[config.mk]
export PLATFORM = sky130hd
export DESIGN_NAME = ipv4_cidr_access_filter
export DESIGN_NICKNAME = d
export VERILOG_FILES = /design/src/rtl/icaf_pkg.sv /design/src/rtl/icaf_front.sv /design/src/rtl/icaf_queue.sv /design/src/rtl/icaf_back.sv /design/src/rtl/ipv4_cidr_access_filter.sv
export VERILOG_INCLUDE_DIRS = /design/src /design/src/rtl
export SDC_FILE = /design/constraint.sdc
export NUM_CORES = 1
export LEC_CHECK = 0
export BUFFER_PORTS_ARGS = -buffer_cell sky130_fd_sc_hd__buf_2
export CORE_ASPECT_RATIO = 1.25
export CORE_MARGIN = 2
export CORE_UTILIZATION = 40
export CTS_BUF_LIST = sky130_fd_sc_hd__clkbuf_4 sky130_fd_sc_hd__clkbuf_8 sky130_fd_sc_hd__clkbuf_16
export DETAILED_ROUTE_END_ITERATION = 10
export HOLD_SLACK_MARGIN = 0.06
export PLACE_DENSITY = 0.59
export SYNTH_ARGS = -nofsm -noshare
export SYNTH_HDL_FRONTEND = slang
export SYNTH_HIERARCHICAL = 1
export SYNTH_SLANG_ARGS = --single-unit
[constraint.sdc]
create_clock -name clk -period 9.4 [get_ports clk]
set_input_delay 0.94 -clock clk [delete_from_list [all_inputs] [get_ports clk]]
set_output_delay 0.94 -clock clk [all_outputs]
set_load 0.03 [all_outputs]
[src/rtl/assert_macros.svh]
// assertion macros shared by the rule filter rtl
// no dependencies; synthesis builds see empty bodies
`ifndef ASSERT_MACROS_SVH
`define ASSERT_MACROS_SVH

`ifndef SYNTHESIS

// same-cycle implication, checked out of reset
`define ASSERT_IMPLIES(label, clk, rst_n, ante, cons) \
    label: assert property (@(posedge clk) disable iff (!rst_n) (ante) |-> (cons)) \
        else $error("assertion failed: same-cycle implication");

// next-cycle implication, checked out of reset
`define ASSERT_NEXT(label, clk, rst_n, ante, cons) \
    label: assert property (@(posedge clk) disable iff (!rst_n) (ante) |=> (cons)) \
        else $error("assertion failed: next-cycle implication");

`else

`define ASSERT_IMPLIES(label, clk, rst_n, ante, cons)
`define ASSERT_NEXT(label, clk, rst_n, ante, cons)

`endif

`endif

[src/rtl/icaf_pkg.sv]
// shared types, codes and helpers for the ipv4 cidr access filter
// no dependencies
`default_nettype none

package icaf_pkg;

    // default table depth and command queue depth (power of two)
    localparam int MAX_RULES_DEFAULT = 16;
    localparam int QUEUE_DEPTH       = 2;

    typedef enum logic [1:0] {
        CMD_CLEAR  = 2'd0,
        CMD_ADD    = 2'd1,
        CMD_CHECK  = 2'd2,
        CMD_UNUSED = 2'd3
    } cmd_t;

    typedef enum logic [2:0] {
        ST_OK         = 3'd0,
        ST_MATCH      = 3'd1,
        ST_NOT_LOCAL  = 3'd2,
        ST_BAD_PREFIX = 3'd3,
        ST_FULL       = 3'd4
    } status_t;

    // classified operation handed from front to back
    typedef enum logic [2:0] {
        OP_NOP   = 3'd0,
        OP_CLEAR = 3'd1,
        OP_ADD   = 3'd2,
        OP_BAD   = 3'd3,
        OP_CHECK = 3'd4
    } op_t;

    // one queued beat: addr is the peer for check, the network for add
    typedef struct packed {
        op_t         op;
        logic [31:0] addr;
        logic [31:0] mask;
    } icaf_entry_t;

    localparam logic [31:0] LOOP_MASK = 32'hFF00_0000;
    localparam logic [31:0] LOOP_NET  = 32'h7F00_0000;
    localparam logic [31:0] P10_MASK  = 32'hFF00_0000;
    localparam logic [31:0] P10_NET   = 32'h0A00_0000;
    localparam logic [31:0] P172_MASK = 32'hFFF0_0000;
    localparam logic [31:0] P172_NET  = 32'hAC10_0000;
    localparam logic [31:0] P192_MASK = 32'hFFFF_0000;
    localparam logic [31:0] P192_NET  = 32'hC0A8_0000;
    localparam logic [31:0] ALL_ONES  = 32'hFFFF_FFFF;

    // loopback or private range
    function automatic logic is_local(input logic [31:0] a);
        is_local = ((a & LOOP_MASK) == LOOP_NET)
                || ((a & P10_MASK) == P10_NET)
                || ((a & P172_MASK) == P172_NET)
                || ((a & P192_MASK) == P192_NET);
    endfunction

    // prefix mask for lengths 0..32; shift by 32 empties the word
    function automatic logic [31:0] prefix_mask(input logic [5:0] len);
        prefix_mask = ~(ALL_ONES >> len);
    endfunction

endpackage

`default_nettype wire

[src/rtl/icaf_front.sv]
// front end: takes command beats, checks prefix, forms mask and network
// depends on icaf_pkg
`default_nettype none

module icaf_front
    import icaf_pkg::*;
(
    input  wire logic        start,
    input  wire logic [1:0]  cmd,
    input  wire logic [31:0] address,
    input  wire logic [5:0]  prefix_length,
    input  wire logic        q_full,
    output logic             busy,
    output logic             push,
    output icaf_entry_t      entry
);

    logic [31:0] mask;

    // accept whenever the queue has room
    assign busy = q_full;
    assign push = start && !q_full;
    assign mask = prefix_mask(prefix_length);

    // classify the command
    always_comb
    begin
        entry.addr = address;
        entry.mask = mask;
        unique case (cmd_t'(cmd))
            CMD_CLEAR:
            begin
                entry.op = OP_CLEAR;
            end
            CMD_ADD:
            begin
                entry.addr = address & mask;
                if (prefix_length > 6'd32)
                begin
                    entry.op = OP_BAD;
                end
                else
                begin
                    entry.op = OP_ADD;
                end
            end
            CMD_CHECK:
            begin
                entry.op = OP_CHECK;
            end
            CMD_UNUSED:
            begin
                entry.op = OP_NOP;
            end
            default:
            begin
                entry.op = OP_NOP;
            end
        endcase
    end

endmodule

`default_nettype wire

[src/rtl/icaf_queue.sv]
// short command queue between front and back
// depends on icaf_pkg
`default_nettype none

module icaf_queue
    import icaf_pkg::*;
(
    input  wire logic        clk,
    input  wire logic        rst_n,
    input  wire logic        push,
    input  wire icaf_entry_t entry_in,
    input  wire logic        pop,
    output icaf_entry_t      entry_out,
    output logic             valid,
    output logic             full
);

    localparam int PW = (QUEUE_DEPTH > 1) ? $clog2(QUEUE_DEPTH) : 1;
    localparam int CW = $clog2(QUEUE_DEPTH + 1);

    icaf_entry_t   slot_reg [QUEUE_DEPTH];
    logic [PW-1:0] wr_ptr_reg, wr_ptr_next;
    logic [PW-1:0] rd_ptr_reg, rd_ptr_next;
    logic [CW-1:0] cnt_reg, cnt_next;

    assign valid     = (cnt_reg != '0);
    assign full      = (cnt_reg == CW'(QUEUE_DEPTH));
    assign entry_out = slot_reg[rd_ptr_reg];

    // pointer and fill count update
    always_comb
    begin
        wr_ptr_next = push ? wr_ptr_reg + 1'b1 : wr_ptr_reg;
        rd_ptr_next = pop ? rd_ptr_reg + 1'b1 : rd_ptr_reg;
        cnt_next    = cnt_reg + CW'(push) - CW'(pop);
    end

    always_ff @(posedge clk or negedge rst_n)
    begin
        if (!rst_n)
        begin
            wr_ptr_reg <= '0;
            rd_ptr_reg <= '0;
            cnt_reg    <= '0;
        end
        else
        begin
            wr_ptr_reg <= wr_ptr_next;
            rd_ptr_reg <= rd_ptr_next;
            cnt_reg    <= cnt_next;
        end
    end

    // slot storage
    always_ff @(posedge clk)
    begin
        if (push)
        begin
            slot_reg[wr_ptr_reg] <= entry_in;
        end
    end

endmodule

`default_nettype wire

[src/rtl/icaf_back.sv]
// back end: rule table, clear/add execution and serial rule scan for check
// depends on icaf_pkg and assert_macros.svh
`default_nettype none
`include "assert_macros.svh"

module icaf_back
    import icaf_pkg::*;
#(
    parameter int MAX_RULES = MAX_RULES_DEFAULT
)
(
    input  wire logic        clk,
    input  wire logic        rst_n,
    input  wire logic        local_only,
    input  wire icaf_entry_t entry,
    input  wire logic        q_valid,
    output logic             pop,
    output logic             done,
    output logic             allowed,
    output logic [2:0]       status
);

    localparam int AW = (MAX_RULES > 1) ? $clog2(MAX_RULES) : 1;
    localparam int CW = $clog2(MAX_RULES + 1);

    typedef enum logic [1:0] {
        S_IDLE = 2'b01,
        S_SCAN = 2'b10
    } state_t;

    state_t        state_reg, state_next;
    logic [CW-1:0] count_reg, count_next;
    logic [CW-1:0] idx_reg, idx_next;
    logic          pend_reg, pend_next;
    logic [31:0]   peer_reg, peer_next;
    logic          done_reg, done_next;
    logic          allowed_reg, allowed_next;
    status_t       status_reg, status_next;

    // rule memory: network in the top half, mask in the bottom half
    logic [63:0]   rule_mem [MAX_RULES];
    logic [63:0]   rd_data_reg;
    logic          wr_en;
    logic [AW-1:0] wr_addr;
    logic [AW-1:0] rd_addr;

    logic          issue;
    logic          hit;

    assign wr_addr = count_reg[AW-1:0];
    assign rd_addr = idx_reg[AW-1:0];
    assign issue   = (idx_reg != count_reg);
    assign hit     = pend_reg && ((peer_reg & rd_data_reg[31:0]) == rd_data_reg[63:32]);

    assign done    = done_reg;
    assign allowed = allowed_reg;
    assign status  = status_reg;

    // command execution and scan sequencing
    always_comb
    begin
        state_next   = state_reg;
        count_next   = count_reg;
        idx_next     = idx_reg;
        pend_next    = 1'b0;
        peer_next    = peer_reg;
        done_next    = 1'b0;
        allowed_next = 1'b0;
        status_next  = ST_OK;
        wr_en        = 1'b0;
        pop          = 1'b0;
        unique case (state_reg)
            S_IDLE:
            begin
                if (q_valid)
                begin
                    pop = 1'b1;
                    unique case (entry.op)
                        OP_CLEAR:
                        begin
                            count_next = '0;
                            done_next  = 1'b1;
                        end
                        OP_ADD:
                        begin
                            done_next = 1'b1;
                            if (count_reg == CW'(MAX_RULES))
                            begin
                                status_next = ST_FULL;
                            end
                            else
                            begin
                                wr_en      = 1'b1;
                                count_next = count_reg + CW'(1);
                            end
                        end
                        OP_BAD:
                        begin
                            done_next   = 1'b1;
                            status_next = ST_BAD_PREFIX;
                        end
                        OP_CHECK:
                        begin
                            peer_next  = entry.addr;
                            idx_next   = '0;
                            state_next = S_SCAN;
                        end
                        OP_NOP:
                        begin
                            done_next = 1'b1;
                        end
                        default:
                        begin
                            done_next = 1'b1;
                        end
                    endcase
                end
            end
            S_SCAN:
            begin
                priority if (hit)
                begin
                    done_next   = 1'b1;
                    status_next = ST_MATCH;
                    state_next  = S_IDLE;
                end
                else if (!issue && !pend_reg)
                begin
                    done_next  = 1'b1;
                    state_next = S_IDLE;
                    if (local_only && !is_local(peer_reg))
                    begin
                        status_next = ST_NOT_LOCAL;
                    end
                    else
                    begin
                        allowed_next = 1'b1;
                    end
                end
                else
                begin
                    pend_next = issue;
                    if (issue)
                    begin
                        idx_next = idx_reg + CW'(1);
                    end
                end
            end
            default:
            begin
                state_next = S_IDLE;
            end
        endcase
    end

    always_ff @(posedge clk or negedge rst_n)
    begin
        if (!rst_n)
        begin
            state_reg   <= S_IDLE;
            count_reg   <= '0;
            idx_reg     <= '0;
            pend_reg    <= 1'b0;
            done_reg    <= 1'b0;
            allowed_reg <= 1'b0;
            status_reg  <= ST_OK;
        end
        else
        begin
            state_reg   <= state_next;
            count_reg   <= count_next;
            idx_reg     <= idx_next;
            pend_reg    <= pend_next;
            done_reg    <= done_next;
            allowed_reg <= allowed_next;
            status_reg  <= status_next;
        end
    end

    // peer address held for the scan
    always_ff @(posedge clk)
    begin
        peer_reg <= peer_next;
    end

    // rule memory, one write and one registered read port
    always_ff @(posedge clk)
    begin
        if (wr_en)
        begin
            rule_mem[wr_addr] <= {entry.addr, entry.mask};
        end
        rd_data_reg <= rule_mem[rd_addr];
    end

    `ASSERT_IMPLIES(a_allowed_ok, clk, rst_n, done_reg && allowed_reg, status_reg == ST_OK)
    `ASSERT_IMPLIES(a_count_max, clk, rst_n, 1'b1, count_reg <= CW'(MAX_RULES))
    `ASSERT_NEXT(a_hit_reports, clk, rst_n, (state_reg == S_SCAN) && hit, done_reg && (status_reg == ST_MATCH) && (state_reg == S_IDLE))

endmodule

`default_nettype wire

[src/rtl/ipv4_cidr_access_filter.sv]
// ipv4 cidr deny-list filter: top level with config register
// depends on icaf_pkg, icaf_front, icaf_queue, icaf_back
//
// usage:
//   command beats enter on start/cmd/address/prefix_length and are taken
//   at a clock edge with start high and busy low. cmd clears the rule
//   table, adds a rule (prefix over 32 rejected, full table flagged) or
//   checks a peer address against the stored rules.
//   every beat gives one result on allowed/status, shown for one cycle
//   with done high; the receiver cannot stall, results are never held.
//   cfg_we/cfg_wdata write local_only, which limits checks to loopback
//   and private ranges; write it only while no command is in flight.
//   a clear or add beat passes through the queue and its result is
//   registered in the back end when the back end is free; a check scans
//   the stored rules in order and ends early on a match.
//   the back end runs one clear/add per cycle while no scan is running;
//   a check holds it until its scan ends, since the rule memory has a
//   single read port and is scanned one rule per cycle. a two-entry
//   queue lets the front take beats while a scan is running; busy rises
//   when full.
//   reset empties the table and queue and clears local_only.
`default_nettype none

module ipv4_cidr_access_filter
    import icaf_pkg::*;
#(
    parameter int MAX_RULES = MAX_RULES_DEFAULT
)
(
    input  wire logic        clk,
    input  wire logic        rst_n,
    input  wire logic        start,
    output logic             busy,
    input  wire logic [1:0]  cmd,
    input  wire logic [31:0] address,
    input  wire logic [5:0]  prefix_length,
    input  wire logic        cfg_we,
    input  wire logic        cfg_wdata,
    output logic             done,
    output logic             allowed,
    output logic [2:0]       status
);

    logic        local_only_reg, local_only_next;
    logic        q_full;
    logic        q_valid;
    logic        push;
    logic        pop;
    icaf_entry_t front_entry;
    icaf_entry_t head_entry;

    // local_only config register
    assign local_only_next = cfg_we ? cfg_wdata : local_only_reg;

    always_ff @(posedge clk or negedge rst_n)
    begin
        if (!rst_n)
        begin
            local_only_reg <= 1'b0;
        end
        else
        begin
            local_only_reg <= local_only_next;
        end
    end

    icaf_front u_front (
        .start         (start),
        .cmd           (cmd),
        .address       (address),
        .prefix_length (prefix_length),
        .q_full        (q_full),
        .busy          (busy),
        .push          (push),
        .entry         (front_entry)
    );

    icaf_queue u_queue (
        .clk       (clk),
        .rst_n     (rst_n),
        .push      (push),
        .entry_in  (front_entry),
        .pop       (pop),
        .entry_out (head_entry),
        .valid     (q_valid),
        .full      (q_full)
    );

    icaf_back #(
        .MAX_RULES (MAX_RULES)
    ) u_back (
        .clk        (clk),
        .rst_n      (rst_n),
        .local_only (local_only_reg),
        .entry      (head_entry),
        .q_valid    (q_valid),
        .pop        (pop),
        .done       (done),
        .allowed    (allowed),
        .status     (status)
    );

endmodule

`default_nettype wire
Yosys cells after proc, flatten, opt, wreduce, memory -nomap -nowiden:

Memory sizes are Yosys's and may differ from the RTL's. A register that Yosys moved wholly into a read port is not among the register bits.
Cells that the tools add are included.

* memories: 2
* output and inout port bits: 6
* bits in read-only memories: 0
* latch bits: 0
* register bits: 55
* memory bits (writable): 1158

* shift operators: 1
* multiplexer cells: 45
* equal/unequal tests: 24
* order comparisons: 1
* bitwise operators: 3
* reduce and logical (&&, ||, !) cells: 19
* add/sub/neg operators: 6
* div/mod/pow operators: 0
* multiply operators: 0

Memory list
* u_back.rule_mem: depth 16, width 64, read ports 1, clocked after memory_dff 1, wr ports 1, line icaf_back.sv:41 `logic [63:0] rule_mem [MAX_RULES];`
* u_queue.slot_reg: depth 2, width 67, read ports 1, clocked after memory_dff 0, wr ports 1, line icaf_queue.sv:21 `icaf_entry_t slot_reg [QUEUE_DEPTH];`

Operator list (number)
* $and A32 B32 Y32: 2
* $eq A32 B32 Y1: 1
* $mux W32: 1
* $not A32 Y32: 1
* $shr A32 B6 Y32 const A: 1
* $mux W5: 6
* $mux W1: 22
* $pmux W5 S2: 2
* $eq A16 B16 Y1 const B: 1
* $eq A12 B12 Y1 const B: 1
* $mux W3: 4
* $pmux W3 S2: 2
* $pmux W3 S4: 1
* $add A5 B1 Y5 const B: 2
* $mux W2: 5
* $ne A2 B2 Y1 const B: 5
* $eq A2 B2 Y1 const B: 4
* $eq A8 B4 Y1 const B: 1
* $eq A8 B7 Y1 const B: 1
* $eq A3 B2 Y1 const B: 2
* $gt A6 B6 Y1 const B: 1
* $reduce_and A3 Y1: 2
* $reduce_and A6 Y1: 1
* $reduce_bool A2 Y1: 3
* other kinds (17): 27

Longest topological paths before layout:

* word-level depth: 10
* depth in mapped cells: 10
* depth with buffers taken out: 8

Modules after synthesis:

Netlist, hierarchy kept.

By module, submodules not included
* icaf_back: seq. area each 33443.3 µm², area an instance 43083.8 µm², instances 1, cells an instance 2227
* icaf_queue: seq. area each 4124.0 µm², area an instance 5124.9 µm², instances 1, cells an instance 224
* icaf_front: seq. area each 0.0 µm², area an instance 879.6 µm², instances 1, cells an instance 137
* ipv4_cidr_access_filter: seq. area each 25.0 µm², area an instance 40.0 µm², instances 1, cells an instance 2

Worst setup path before layout:

Ideal clock, no wire load.

* kind: flip-flop to flip-flop
* start point: register u_queue.rd_ptr_reg
* end point: memory u_back.rule_mem[0][0] (enable)
* data required time: 8.835 ns
* setup time: 0.565 ns
* period minus slack after synthesis: 6.459 ns
* cell stages (with the launch flop): 7
* buffers on the path: 2
* arrival time: 5.894 ns
* setup slack: 2.941 ns
* cell sequence: dfrtp_1 -> buf_6 -> buf_6 -> mux2_2 -> nor4b_4 -> nand2_1 -> nor3_1

RTL lines
* from (decl): line icaf_queue.sv:23 `logic [PW-1:0] rd_ptr_reg, rd_ptr_next;`
* from (signal assigned): line icaf_queue.sv:49 `rd_ptr_reg <= rd_ptr_next;`
* to (decl): line icaf_back.sv:41

==> flow_metrics.py <==
metrics = {
    "worst_setup_path": {
        "cpPeakStageDelay_ns": 1.05,
        "cp-start-kind": "register",
        "arrival_ns": 4.42,
        "critPathCaptureType": "register",
        "worstPathRequired_ns": 10.01,
        "cp_common_cell": "buf_4",
        "cp_slowest_cell": "dfrtp_4",
        "critical_path_class": "reg -> reg",
        "cp_cell_sequence": "buf_4 > buf_4 > mux2_2 > o21ai_0 > a21oi_1 > a22oi_1 > nand2_1",
        "crit_fanout": 53,
    },
    "cts": {
        "numCtsBuffers": 119,
        "ctsResizeCount": 0,
        "cts_root_buf": "clkbuf_16",
        "post_cts_buffers": 0,
        "clkLatencyLatePin_ns": 0.74,
        "clockBufferDepth": 3,
        "clk_pin_slew_ns": 0.07,
        "cts.sinks": 1277,
        "ctsHoldBuffers": 0,
        "htreeDepth": 3,
        "cts_tree": "done",
    },
    "global_routing": {
        "grt_usage_pct": 19.2,
        "grt_first_pass_wirelength_mm": 176,
        "grt_remaining_overflow": 0,
        "antenna_found_initial": 3,
        "grt_pass1_vias": 25600,
        "grt_start_max_net_pins": 119,
    },
    "drt": {
        "post-route-drc-count": 0,
        "vias": 24700,
        "drt.antenna.violating_nets": 0,
        "vias_per_cell": 5.66,
        "drt-total-wl_mm": 122,
        "dr.pass1.iters": 8,
        "routedWlPerCell_um": 27.9,
        "drt_iter0_markers": 2243,
    },
    "sta": {
        "min_period_ns": 3.82,
        "rsz0062_at_grt": "false",
        "slew_headroom_pct": 3.12,
        "skew_ns": 0.0421,
        "setup_viol": 0,
        "hold_viol_final": 0,
        "tns_ns": 0,
        "maxSlewViolCount": 0,
        "fin_hold_ws_ns": 0.256,
        "fin_crit_sh_pct": 40.6,
        "clock.fmax_mhz": 262,
        "worstMarginPinSlew_ns": 1.45,
    },
    "worst_hold_path": {
        "hp-class": "in -> async",
    },
    "logic_synthesis": {
        "ys_warn_count": 6,
        "ys_types": 68,
        "synth_area_um2": 49100,
        "synthXorXnorAreaFrac_pct": 0.779,
        "syn_nets": 2644,
        "synth-simple-area-share_pct": 2.59,
        "ys_seq_elements": 1277,
        "synth_adder_area_share_pct": 0.229,
        "postSynth.asyncResetShare_pct": 1.80,
        "synth-edff-count": 1190,
        "synthFlopType": "edfxtp_1",
        "yosysSeqAreaShare_pct": 76.5,
        "postSynthCellCount": 2590,
        "synth_top_family_by_area": "multiplexers",
        "synthMuxAreaShare_pct": 13.0,
        "synth.avg_cell_area_um2": 19.0,
        "synth_compound_area_share_pct": 5.19,
    },
    "cells_and_area": {
        "n_fill_cell": 10300,
        "drive_gt1_share_pct": 22.1,
        "final_area_um2": 55100,
        "final_util_pct": 45.3,
        "largest_register_ff_count": 1024,
        "final_nets": 2711,
        "syn_to_final_growth_pct": 12.2,
        "finalNonFillerCells": 4361,
    },
    "power_and_ir_drop": {
        "power.density_nw_per_um2": 261,
        "p_leak_nw": 17.2,
        "max-vdd-ir-drop_uv": 247,
    },
    "placement": {
        "place.gp.congestion": 0.763,
        "io_buffers": 50,
        "place_area_um2": 51000,
        "dp.cells": 4131,
        "dpl.hpwl_mm": 65.7,
    },
    "floorplan": {
        "start_util_pct": 40.4,
        "num_rows": 143,
        "coreArea_um2": 122000,
        "io_pins": 51,
        "fp.dieW_um": 317,
        "fp.dieH_um": 396,
        "die-area_um2": 126000,
    },
    "flow_run": {
        "drv_cap": 0,
    },
    "status": {
        "outcome": "completed",
    },
}
## cells in the final DEF (no fill, tap or decap), drive strengths merged, types with 43 or more instances in the layout
master | Yosys | layout
edfxtp | 1190 | 1190
mux2i | 192 | 192
clkbuf | 57 | 169
o21ai | 136 | 136
mux2 | 132 | 132
nand2 | 131 | 131
mux4 | 128 | 128
buf | 81 | 84
a21oi | 73 | 73
a22oi | 65 | 65
a221oi | 64 | 64
dfxtp | 64 | 64
clkinv | 0 | 43
## stage by stage
step	setup WS, ns	total power, mW
after floorplan	2.94	8.85
after global placement	5.57	9.53
after detailed placement	5.58	9.60
after CTS	5.56	14.5
after global routing	5.23	14.9
final	5.58	14.4
## report_power, final
| part | internal, mW | total (mW) | switching [mW] | leakage [nW] |
|---|---|---|---|---|
| combinational | 0.694 | 2.15 | 1.45 | 3.64 |
| clock | 2.84 | 4.93 | 2.08 | 2.07 |
| sequential | 7.16 | 7.31 | 0.153 | 11.5 |
| total | 10.7 | 14.4 | 3.69 | 17.2 |
## per-layer routing
layer  part of all wire, %  global-route usage, %  vias to the layer above
met4                   2.3                   6.02                        0
met1                    41                   24.9                    13200
li1                      -                      -                    10500
met5                     0                      0                        -
met2                    51                   33.6                      798
met3                   5.5                   2.41                      174
## layout make-up
class	instances	area (µm²)	area share, %
flip-flops and latches	1277	37600	68.3
multi-input cells	1147	10800	19.5
clock buffers	169	3490	6.34
well taps	1595	2000	3.62
clock inverters	57	611	1.11
repair buffers	84	518	0.940
inverters	28	105	0.191
diodes	4	10.0	0.0182
## critical path, delay by kind of cell (launching register included)
family	cells	cell delay, ns
DFF	1	1.05
buffers and inverters	2	1.48
and+or+nand+nor	1	0.09
muxes	1	0.41
AOI/OAI and AO/OA	3	0.52
## Yosys cell counts (18+ instances only)
master,number,share of area [%]
edfxtp_1,1190,73
mux2i_1,192,3.9
o21ai_0,133,1.4
nand2_1,131,1.0
mux4_2,128,5.9
mux2_2,111,2.5
a21oi_1,71,0.72
a22oi_1,65,0.99
a221oi_1,64,1.1
dfxtp_1,64,2.6
clkbuf_1,56,0.43
buf_2,46,0.47
xor2_1,37,0.66
inv_1,28,0.21
buf_4,24,0.37
dfrtp_1,22,1.1
mux2_4,21,0.64
nand3_1,18,0.18
## path summary, 6_finish.rpt
path                                                      start                         endpoint  slack [ns]  depth (start not counted)
worst max-delay path              u_back/idx_reg[0]$_DFFE_PN0P_    u_back/rd_data_reg[1]$_DFF_P_        5.58                          7
worst min-delay path                                      rst_n  u_back/count_reg[1]$_DFFE_PN0P_        0.26                          1
worst max register to register    u_back/idx_reg[0]$_DFFE_PN0P_    u_back/rd_data_reg[1]$_DFF_P_        5.58                          7
worst min register to register  u_back/state_reg[0]$_DFFE_PN1P_  u_back/state_reg[0]$_DFFE_PN1P_        0.53                          1
max in group asynchronous                                 rst_n    u_back/idx_reg[1]$_DFFE_PN0P_        8.64                          1
min in group clk                                      cfg_wdata       local_only_reg$_DFFE_PN0P_        0.46                          2
## logic make-up after synthesis
family | count (synthesis)
mux | 452
xor+xnor | 42
simple gates | 250
compound gates | 394
buf+inv | 166
flops | 1277
fa+ha+maj | 9
Power figures use the tool's default switching activity.
